===== src/sv/ghsd_pkg.sv =====
// ghsd_pkg: shared types and constants for the gait heel-strike detector
// no dependencies; imported by gait_heel_strike_detector
package ghsd_pkg;

  localparam int SAMPLE_WIDTH = 16;
  localparam int TICK_WIDTH   = 16;
  localparam int THR_WIDTH    = 32;
  localparam int CFG_IDX_W    = 2;
  localparam int CFG_DATA_W   = 32;

  // squares of sample differences and their three-term sum
  localparam int SQ_WIDTH  = 2 * SAMPLE_WIDTH;
  localparam int VAR_WIDTH = SQ_WIDTH + 2;

  localparam logic [CFG_IDX_W-1:0] REG_POLARITY   = 2'd0;
  localparam logic [CFG_IDX_W-1:0] REG_REFRACTORY = 2'd1;
  localparam logic [CFG_IDX_W-1:0] REG_THRESHOLD  = 2'd2;

  localparam logic [TICK_WIDTH-1:0] TICK_MAX       = '1;
  localparam logic [TICK_WIDTH-1:0] REFRACTORY_RST = 16'd160;
  localparam logic [THR_WIDTH-1:0]  THRESHOLD_RST  = 32'd50000;

  typedef struct packed {
    logic signed [SAMPLE_WIDTH-1:0] gyro_rate;
    logic signed [SAMPLE_WIDTH-1:0] accel_sample;
  } ghsd_in_t;

  typedef struct packed {
    logic heel_strike;
    logic armed;
  } ghsd_out_t;

endpackage


===== src/sv/gait_heel_strike_detector.sv =====
// gait_heel_strike_detector: gyro crossing arm plus accel variance strike test
// depends on ghsd_pkg
//
// Usage:
//   in_valid/in_stall carry one gyro and one accel sample per transfer.
//   out_valid/out_stall carry exactly one result per input transfer, in
//   order: heel_strike pulses on the detecting sample, armed shows the
//   detector state after that sample.
//   cfg_valid/cfg_ready write crossing_polarity (0), refractory_ticks (1)
//   and variance_threshold (2); cfg_ready is always high, other indexes
//   are ignored. Write only while no results are outstanding.
// Pipeline: one item per cycle unless the receiver stalls. Stage one forms
//   the squared accel differences and the gyro crossing test into its
//   registers, stage two updates the tick counter and armed flag, compares
//   the variance with the threshold and registers the result.
// Reset (rst, synchronous): histories, counter and armed flag clear,
//   registers return to polarity 0, refractory 160, threshold 50000.
// Receiver stall: the result register holds; stage one still accepts one
//   more item, after which in_stall rises until the result is taken.
module gait_heel_strike_detector
  import ghsd_pkg::*;
(
  input  logic                  clk,
  input  logic                  rst,
  input  logic                  in_valid,
  output logic                  in_stall,
  input  ghsd_in_t              in_data,
  output logic                  out_valid,
  input  logic                  out_stall,
  output ghsd_out_t             out_result,
  input  logic                  cfg_valid,
  output logic                  cfg_ready,
  input  logic [CFG_IDX_W-1:0]  cfg_index,
  input  logic [CFG_DATA_W-1:0] cfg_data
);

  // configuration registers
  logic                  crossing_polarity;
  logic [TICK_WIDTH-1:0] refractory_ticks;
  logic [THR_WIDTH-1:0]  variance_threshold;

  // sample history, index 0 oldest
  logic signed [SAMPLE_WIDTH-1:0] gyro_history [3];
  logic signed [SAMPLE_WIDTH-1:0] accel_history [2];

  // stage one
  logic                s1_valid;
  logic                s1_cross;
  logic [SQ_WIDTH-1:0] s1_sq [3];

  // detector state
  logic [TICK_WIDTH-1:0] tick_counter;
  logic                  armed_flag;

  logic in_accept;
  logic adv;

  assign cfg_ready = 1'b1;
  assign adv       = s1_valid && (!out_valid || !out_stall);
  assign in_stall  = s1_valid && !adv;
  assign in_accept = in_valid && !in_stall;

  always_ff @(posedge clk) begin
    if (rst) begin
      crossing_polarity  <= 1'b0;
      refractory_ticks   <= REFRACTORY_RST;
      variance_threshold <= THRESHOLD_RST;
    end else if (cfg_valid && cfg_ready) begin
      unique case (cfg_index)
        REG_POLARITY:   crossing_polarity  <= cfg_data[0];
        REG_REFRACTORY: refractory_ticks   <= cfg_data[TICK_WIDTH-1:0];
        REG_THRESHOLD:  variance_threshold <= cfg_data[THR_WIDTH-1:0];
        default: ;
      endcase
    end
  end

  // stage one: crossing test on the four gyro samples, squared accel differences
  logic signed [SAMPLE_WIDTH-1:0] g0, g1, g2, g3;
  logic signed [SAMPLE_WIDTH-1:0] a0, a1, a2;
  logic                           cross_pos, cross_neg, cross_hit;
  logic [SQ_WIDTH-1:0]            sq_next [3];

  function automatic logic [SQ_WIDTH-1:0] sq_diff(
    input logic signed [SAMPLE_WIDTH-1:0] a,
    input logic signed [SAMPLE_WIDTH-1:0] b
  );
    logic signed [SAMPLE_WIDTH:0] d;
    logic [SAMPLE_WIDTH:0]        m;
    d = {a[SAMPLE_WIDTH-1], a} - {b[SAMPLE_WIDTH-1], b};
    m = d[SAMPLE_WIDTH] ? (~d + 1'b1) : d;
    // magnitude of a difference of two samples fits in SAMPLE_WIDTH bits
    return m[SAMPLE_WIDTH-1:0] * m[SAMPLE_WIDTH-1:0];
  endfunction

  always_comb begin
    g0 = gyro_history[0];
    g1 = gyro_history[1];
    g2 = gyro_history[2];
    g3 = in_data.gyro_rate;
    a0 = accel_history[0];
    a1 = accel_history[1];
    a2 = in_data.accel_sample;
    cross_pos = (g0 > 0) && (g1 > 0) && (g2 <= 0) && (g3 <= 0);
    cross_neg = (g0 < 0) && (g1 < 0) && (g2 >= 0) && (g3 >= 0);
    cross_hit = crossing_polarity ? cross_neg : cross_pos;
    sq_next[0] = sq_diff(a0, a1);
    sq_next[1] = sq_diff(a0, a2);
    sq_next[2] = sq_diff(a1, a2);
  end

  always_ff @(posedge clk) begin
    if (rst) begin
      s1_valid         <= 1'b0;
      gyro_history[0]  <= '0;
      gyro_history[1]  <= '0;
      gyro_history[2]  <= '0;
      accel_history[0] <= '0;
      accel_history[1] <= '0;
    end else begin
      if (in_accept) begin
        s1_valid         <= 1'b1;
        gyro_history[0]  <= g1;
        gyro_history[1]  <= g2;
        gyro_history[2]  <= g3;
        accel_history[0] <= a1;
        accel_history[1] <= a2;
      end else if (adv) begin
        s1_valid <= 1'b0;
      end
    end
  end

  always_ff @(posedge clk) begin
    if (in_accept) begin
      s1_cross <= cross_hit;
      s1_sq[0] <= sq_next[0];
      s1_sq[1] <= sq_next[1];
      s1_sq[2] <= sq_next[2];
    end
  end

  // stage two: arm, count, variance compare
  logic                  arm;
  logic                  armed_mid;
  logic [TICK_WIDTH-1:0] tick_mid;
  logic [TICK_WIDTH-1:0] tick_counter_next;
  logic [VAR_WIDTH-1:0]  var9;
  logic [THR_WIDTH+3:0]  thr9;
  logic                  strike;
  logic                  armed_flag_next;

  always_comb begin
    arm       = s1_cross && (tick_counter > refractory_ticks);
    armed_mid = armed_flag || arm;
    tick_mid  = arm ? '0 : tick_counter;
    tick_counter_next = (tick_mid == TICK_MAX) ? tick_mid : tick_mid + 1'b1;
    var9 = VAR_WIDTH'(s1_sq[0]) + VAR_WIDTH'(s1_sq[1]) + VAR_WIDTH'(s1_sq[2]);
    thr9 = {variance_threshold, 3'b000} + (THR_WIDTH + 4)'(variance_threshold);
    strike = armed_mid && (var9 > thr9);
    armed_flag_next = armed_mid && !strike;
  end

  always_ff @(posedge clk) begin
    if (rst) begin
      tick_counter <= '0;
      armed_flag   <= 1'b0;
      out_valid    <= 1'b0;
    end else begin
      if (adv) begin
        tick_counter <= tick_counter_next;
        armed_flag   <= armed_flag_next;
        out_valid    <= 1'b1;
      end else if (!out_stall) begin
        out_valid <= 1'b0;
      end
    end
  end

  always_ff @(posedge clk) begin
    if (adv) begin
      out_result.heel_strike <= strike;
      out_result.armed       <= armed_flag_next;
    end
  end

  // a strike always leaves the detector disarmed
  assert property (@(posedge clk) disable iff (rst)
    out_valid && out_result.heel_strike |-> !out_result.armed)
    else $error("heel strike reported while still armed");

  // arming restarts the counter, which then counts the arming sample
  assert property (@(posedge clk) disable iff (rst)
    adv && arm |=> tick_counter == TICK_WIDTH'(1))
    else $error("tick counter not restarted on arming");

  // the flag can only rise through a qualified crossing
  assert property (@(posedge clk) disable iff (rst)
    adv && !armed_flag && !arm |=> !armed_flag)
    else $error("armed flag set without a qualified crossing");

  // reported armed state tracks the detector flag
  assert property (@(posedge clk) disable iff (rst)
    adv |=> out_result.armed == armed_flag)
    else $error("result armed bit differs from detector state");

  // a held result is not overwritten
  assert property (@(posedge clk) disable iff (rst)
    out_valid && out_stall |-> !adv)
    else $error("stage two advanced into a stalled result");

endmodule


===== config.mk =====
export PLATFORM = sky130hd
export DESIGN_NAME = gait_heel_strike_detector
export DESIGN_NICKNAME = d
export VERILOG_FILES = /design/src/sv/ghsd_pkg.sv /design/src/sv/gait_heel_strike_detector.sv
export SDC_FILE = /design/constraint.sdc
export NUM_CORES = 2
export LEC_CHECK = 0
export ABC_AREA = 0
export BUFFER_PORTS_ARGS = -buffer_cell sky130_fd_sc_hd__buf_4
export CAP_MARGIN = 20
export CORE_ASPECT_RATIO = 1.75
export CORE_MARGIN = 4
export CORE_UTILIZATION = 47
export DETAILED_ROUTE_END_ITERATION = 7
export PLACE_DENSITY = 0.66
export REMOVE_ABC_BUFFERS = 1
export SLEW_MARGIN = 20
export SYNTH_ARGS = -nofsm -noshare
export SYNTH_HDL_FRONTEND = slang
export SYNTH_SLANG_ARGS = --single-unit

===== constraint.sdc =====
create_clock -name clk -period 29.4 [get_ports clk]
set_input_delay 4.41 -clock clk [delete_from_list [all_inputs] [get_ports clk]]
set_output_delay 4.41 -clock clk [all_outputs]
set_load 0.01 [all_outputs]

# ---- After elaboration in Yosys (flattened, before gate mapping)
# Memories as Yosys holds them, arrays and structs flattened.
# Index checks and enable logic that the tools add are counted.
dict set report op_classes {
  bitwise_logic 8
  n_reduce_logical 24
  n_eq_ne 4
  addsub 10
  magnitude_cmp 10
  n_mux 21
  mul 3
}
# operator n
set op_table {}
lappend op_table {{16-bit 2-to-1 mux} 10}
lappend op_table {{16-bit by 16-bit multiplier with 32-bit output} 3}
lappend op_table {{16-bit by 1-bit adder with 16-bit output, second input constant} 4}
lappend op_table {{16-bit by 16-bit subtractor with 17-bit output} 3}
lappend op_table {{16-bit inverter} 3}
lappend op_table {{35-bit by 32-bit adder with 36-bit output} 1}
lappend op_table {{34-bit by 36-bit > comparator with 1-bit output} 1}
lappend op_table {{33-bit by 32-bit adder with 34-bit output} 1}
lappend op_table {{32-bit by 32-bit adder with 33-bit output} 1}
lappend op_table {{16-bit by 1-bit greater-or-equal comparator with 1-bit output, second input constant} 2}
lappend op_table {{16-bit by 1-bit > comparator with 1-bit output, second input constant} 2}
lappend op_table {{16-bit by 1-bit <= comparator with 1-bit output, second input constant} 2}
lappend op_table {{16-bit by 1-bit < comparator with 1-bit output, second input constant} 2}
lappend op_table {{16-bit == test, second input constant} 1}
lappend op_table {{16-bit > comparator} 1}
lappend op_table {{1-bit logical AND} 12}
lappend op_table {{1-bit 2-to-1 mux} 11}
lappend op_table {{2-bit AND reduction} 3}
lappend op_table {{1-bit logical NOT} 5}
lappend op_table {{1-bit bitwise OR} 5}
lappend op_table {{2-bit by 1-bit == test with 1-bit output, second input constant} 1}
lappend op_table {{2-bit == test, second input constant} 1}
lappend op_table {{2-bit logical NOT} 1}
lappend op_table {{1-bit logical OR} 2}
lappend op_table {{2 further kinds} 2}
dict set report word_totals {
  elab_cells 93
  in_bits 71
  output_inout_bits 5
  mem_bits_rw 176
  mem_count 3
  register_bits 71
}
# name depth width read_ports rd_clocked_by_memory_dff wr line_no
set mem_list {}
lappend mem_list {s1_sq 3 32 3 0 3 gait_heel_strike_detector.sv:49} ;# logic [SQ_WIDTH-1:0] s1_sq [3];
lappend mem_list {gyro_history 3 16 3 0 3 gait_heel_strike_detector.sv:43} ;# logic signed [SAMPLE_WIDTH-1:0] gyro_history [3];
lappend mem_list {accel_history 2 16 2 0 2 gait_heel_strike_detector.sv:44} ;# logic signed [SAMPLE_WIDTH-1:0] accel_history [2];

# ---- Logic depth before layout (Yosys ltp)
dict set report depth {
  word_depth 11
  mapped_depth 42
  ltp_nobuf 40
}

# ---- Worst setup path before layout
# Ideal clock, no wire load.
dict set report synth_timing {
  path_type {input -> register}
  startpoint {input port in_data[2] (netlist bit)}
  endpoint {memory s1_sq[0][95] (netlist bit), data pin}
  required_time_ns 29.132
  path_stages 37
  setup_ns 0.268
  n_path_buf 1
  slack_ns 15.688
  arrival_ns 13.445
  cell_sequence {inv_1 > ha_1 > nor2b_1 > o21ai_0 > a21o_1 > a21oi_1 > a211o_1 > a311oi_1 > or2_2 > clkbuf_1 > o21ai_0 > xor2_1 > clkinv_1 > nand2_1 > inv_1 > fa_1 > inv_1 > fa_1 > inv_1 > fa_1 > inv_1 > fa_1 > fa_1 > inv_1 > fa_1 > ha_1 > and2_1 > and3_1 > a221o_1 > a311o_1 > a31o_2 > a21oi_1 > o21ai_0 > or4_1 > a31o_2 > a21oi_1 > xnor3_1}
}
# item line_no
set synth_rtl {}
lappend synth_rtl {{start, declared} gait_heel_strike_detector.sv:27} ;# input ghsd_in_t in_data,
lappend synth_rtl {{end, declared} gait_heel_strike_detector.sv:49}

==> summary.md <==
The region available for standard cell placement spans 0.0788 mm2. The worst register-to-register path begins at accel_history[0][0]. The synthesized netlist occupies a cell area of 0.0375 mm2. TritonCTS built the clock tree. The tools report the count of endpoints failing setup in the final report as 0. The total iterations of the first detailed-routing run is 8. For the via count of the first global-routing pass, the log shows 30225.

In this run the number of cells on the critical path is 37. For the count of maximum capacitance violations, the log shows 0. The logs give 1 for the depth of the CTS H-tree and 87 for the pin count of the biggest net entering global routing. The wire length per cell was 18.1 um; the final period utilization was 0.487. STA puts the critical path data arrival time at 14.63 ns. The logs give 154000 um for the wire length of the first global-routing pass and 0 for the detailed-route DRC error count.

The met1 usage in global routing was 0.238; the vertical extent of the die was 382 um. Once detailed placement completed, the half-perimeter wirelength came to 79200 um. The tools report the tightest slew margin relative to the limit as 0.254.

Dominant synthesized flop cell: sky130_fd_sc_hd__edfxtp_1. In the final design database the tool counted 5209 nets. The kind of critical path was in2reg. Busiest layer in global routing: met2.

Setup repair after global routing left no endpoint under its margin. The clock tree root buffer cell is sky130_fd_sc_hd__clkbuf_16. The average via count per standard cell was 5.40; the initial core utilization was 0.476. The clock reaches the later pin of the worst-skew pair after 0.57 ns. The die is 222 um wide. Along the worst path, the maximum fanout reaches 11.

Once detail routing completed, the nets flagged for antenna violations numbered 0. The layout cell share with drive strength beyond 1 came out at 0.0528. In this run the worst setup path terminates at s1_sq[0][95]. The family of cells with the greatest summed delay on the critical path was adder cells. The tools report the all-layer global routing usage as 0.225.

The instance count of the mapped netlist is 4089. The number of cells traversed by the worst register-to-register path is 36, and the number of synthesized register bits is 244. The flow ran to the end, and the final reports show no timing, DRC or antenna violations.

The number of rows in the core area was 136; the data required time at the worst endpoint was 29.70 ns. At the end of routability-driven placement, the weighted congestion stood at 0.909. The filler cells instantiated in the layout total 7372. Total clock buffers created by CTS: 28.

Capturing element type of the critical path: a flop. The clock-pin slew on the worst setup and hold paths is 0.06 ns. The slowest stage of the critical path is the sky130_fd_sc_hd__xor2_1 cell.

The routed layout has 28205 vias. Wire length after detailed routing: 94600 um. For the finished layout, the period the worst path requires is 14.33 ns. The aggregate negative setup slack is 0 ns. The warning count from the yosys run is 0, and the layout overhead on the synthesized area is 7.70%.

For the count of clock tree sinks, the log shows 244. The kind of start point of the critical path is an input pin. 0 antenna diodes ended up in the layout. After the first detailed-routing iteration, the DRC count stood at 1365. The die covers 0.0845 mm2. Across all register-to-register paths, the minimum setup slack is 18.19 ns. Tracing the worst setup path back leads to its startpoint at in_data[2].

The biggest cell delay along the critical path is 0.58 ns, and the number of I/O pins is 76. Part of the Yosys area used for sequential elements: 0.177. The endpoint identified for the worst register-to-register timing path is s1_sq[0][30]. For the pin with the worst max-slew slack, the measured transition is 1.12 ns. The maximum clock insertion buffer count was 3; the number of hold violations in the final report was 0. The number of buffer and inverter stages on the critical path is 8. Counting distinct cell types in the post-synthesis netlist gives 87. The final number of max-transition violations was 0; the initial antenna violation count was 2.

For this run the aggregate overflow at the end of global routing stands at 0. The number of buffers inserted by hold repair at cts is 0, and the met2 routing resource usage after global routing is 0.441. The number of flops mapped to enable cells by yosys was 176. The final worst clock skew is 0.0145 ns. The path class of the lowest-slack min-delay path is reg2reg. For this run, the top clock speed supported by timing is 69.8 MHz. The global routing usage on met3 is 0.0219, and the setup fix buffers added after clock tree synthesis is 0.

The proportion of register bits with asynchronous set or reset after synthesis was 0. Post-CTS repair changed the size of 0 cells. Averaged over all synthesized cells, the footprint is 9.17 um2. The port buffer count works out to 74.
[tightest hold or removal path: stages, from the launching register on]
cell and delay [ns]:
sky130_fd_sc_hd__dfxtp_1 0.31, sky130_fd_sc_hd__nand2_1 0.05, sky130_fd_sc_hd__a21oi_1 0.05
[synthesized netlist by cell type (5+ instances only)]
cell type	n	area (um2)
sky130_fd_sc_hd__or4_1	7	52.6
sky130_fd_sc_hd__dfxtp_1	68	1360
sky130_fd_sc_hd__and2_1	72	450
sky130_fd_sc_hd__or2_2	18	113
sky130_fd_sc_hd__a2111oi_0	9	78.8
sky130_fd_sc_hd__a211oi_1	19	143
sky130_fd_sc_hd__nand3_1	47	235
sky130_fd_sc_hd__o22ai_1	5	31.3
sky130_fd_sc_hd__a211o_1	7	61.3
sky130_fd_sc_hd__inv_2	11	41.3
sky130_fd_sc_hd__xor2_1	82	718
sky130_fd_sc_hd__or3_1	18	113
sky130_fd_sc_hd__clkinv_1	11	41.3
sky130_fd_sc_hd__a21oi_1	210	1050
sky130_fd_sc_hd__edfxtp_1	176	5290
sky130_fd_sc_hd__a31oi_1	16	100
sky130_fd_sc_hd__nand2_1	369	1390
sky130_fd_sc_hd__fa_1	523	10500
sky130_fd_sc_hd__and3_1	19	119
sky130_fd_sc_hd__o21a_1	42	315
sky130_fd_sc_hd__a311oi_1	8	70.1
sky130_fd_sc_hd__clkbuf_1	68	255
sky130_fd_sc_hd__o21ai_0	90	450
sky130_fd_sc_hd__o21bai_1	23	173
sky130_fd_sc_hd__ha_1	451	5640
sky130_fd_sc_hd__inv_1	798	3000
sky130_fd_sc_hd__nor2_1	314	1180
sky130_fd_sc_hd__a21boi_0	10	75.1
sky130_fd_sc_hd__nand2b_1	43	269
sky130_fd_sc_hd__nand3b_1	9	67.6
sky130_fd_sc_hd__nor4_1	21	131
sky130_fd_sc_hd__o211ai_1	9	67.6
sky130_fd_sc_hd__o31ai_1	18	135
sky130_fd_sc_hd__a21o_1	103	773
sky130_fd_sc_hd__xnor2_1	140	1230
sky130_fd_sc_hd__nand4_1	27	169
sky130_fd_sc_hd__o31a_1	9	78.8
sky130_fd_sc_hd__nor2b_1	45	282
sky130_fd_sc_hd__nor3_1	80	400
[kinds of logic (layout without fill, tap and decap cells)]
family,after synthesis,in the layout,share of synthesized area
compound gates,625,625,0.109
xor+xnor,225,225,0.0533
fa+ha+maj,974,974,0.430
buf+inv,896,991,0.0901
flops,244,244,0.177
mux,7,7,0.00207
other cells,2,4,0.000200
simple gates,1116,1116,0.139
[registers in the layout, summed over array words and instances (netlist names), 2 cells and up]
name,count
variance_threshold,32
tick_counter,16
s1_sq,93
accel_history,32
out_result,2
gyro_history,48
refractory_ticks,16
[final cells by class]
type	instances	area, um2	area share
Multi-Input combinational cell	2951	27500	0.681
Sequential cell	244	6650	0.165
Inverter	820	3080	0.0763
Tap cell	1035	1290	0.0321
Timing Repair Buffer	119	893	0.0221
Clock buffer	37	828	0.0205
Clock inverter	15	141	0.00350
[cell usage in the layout (no fill, tap or decap), types with 47 or more instances in the layout]
master,count
sky130_fd_sc_hd__xor2_1,82
sky130_fd_sc_hd__fa_1,523
sky130_fd_sc_hd__nand3_1,47
sky130_fd_sc_hd__o21ai_0,89
sky130_fd_sc_hd__a21oi_1,210
sky130_fd_sc_hd__nor2_1,313
sky130_fd_sc_hd__xnor2_1,139
sky130_fd_sc_hd__inv_1,797
sky130_fd_sc_hd__nand2_1,369
sky130_fd_sc_hd__dfxtp_1,68
sky130_fd_sc_hd__nor3_1,80
sky130_fd_sc_hd__edfxtp_1,176
sky130_fd_sc_hd__a21o_1,103
sky130_fd_sc_hd__and2_1,72
sky130_fd_sc_hd__ha_1,451
sky130_fd_sc_hd__buf_4,119
[worst min path at each step]
stage                               from                    to  slack, ns  cells past startpoint
finish              refractory_ticks[11]  refractory_ticks[11]       0.46                      2
global route        refractory_ticks[14]  refractory_ticks[14]       0.47                      2
CTS                  refractory_ticks[2]   refractory_ticks[2]       0.46                      2
detailed placement   refractory_ticks[2]   refractory_ticks[2]       0.45                      2
global placement     refractory_ticks[9]   refractory_ticks[9]       0.44                      2
floorplan           refractory_ticks[10]  refractory_ticks[10]       0.43                      2
[metrics by stage]
step	cells	hold slack (ns)	cell area, um2	worst slack [ns]	utilization
after CTS	5221	0.456	40400	15.21	0.513
after floorplan	4015	0.430	37200	15.60	-
final	5221	0.456	40400	15.08	0.513
after detailed placement	5169	0.448	39400	14.63	0.500
after global routing	5221	0.474	40400	14.51	0.513
after global placement	5169	0.443	39400	14.91	0.500
[metal layers]
layer	vias to the layer above	wire length, um
met2	640	51600
met1	13883	33900
met3	268	3100
met4	2	5880
met5	-	7
li1	13412	-
Power is left out: the tool's default activity adds up to more than one toggle a clock period on the data nets, which glitch-free logic cannot reach.
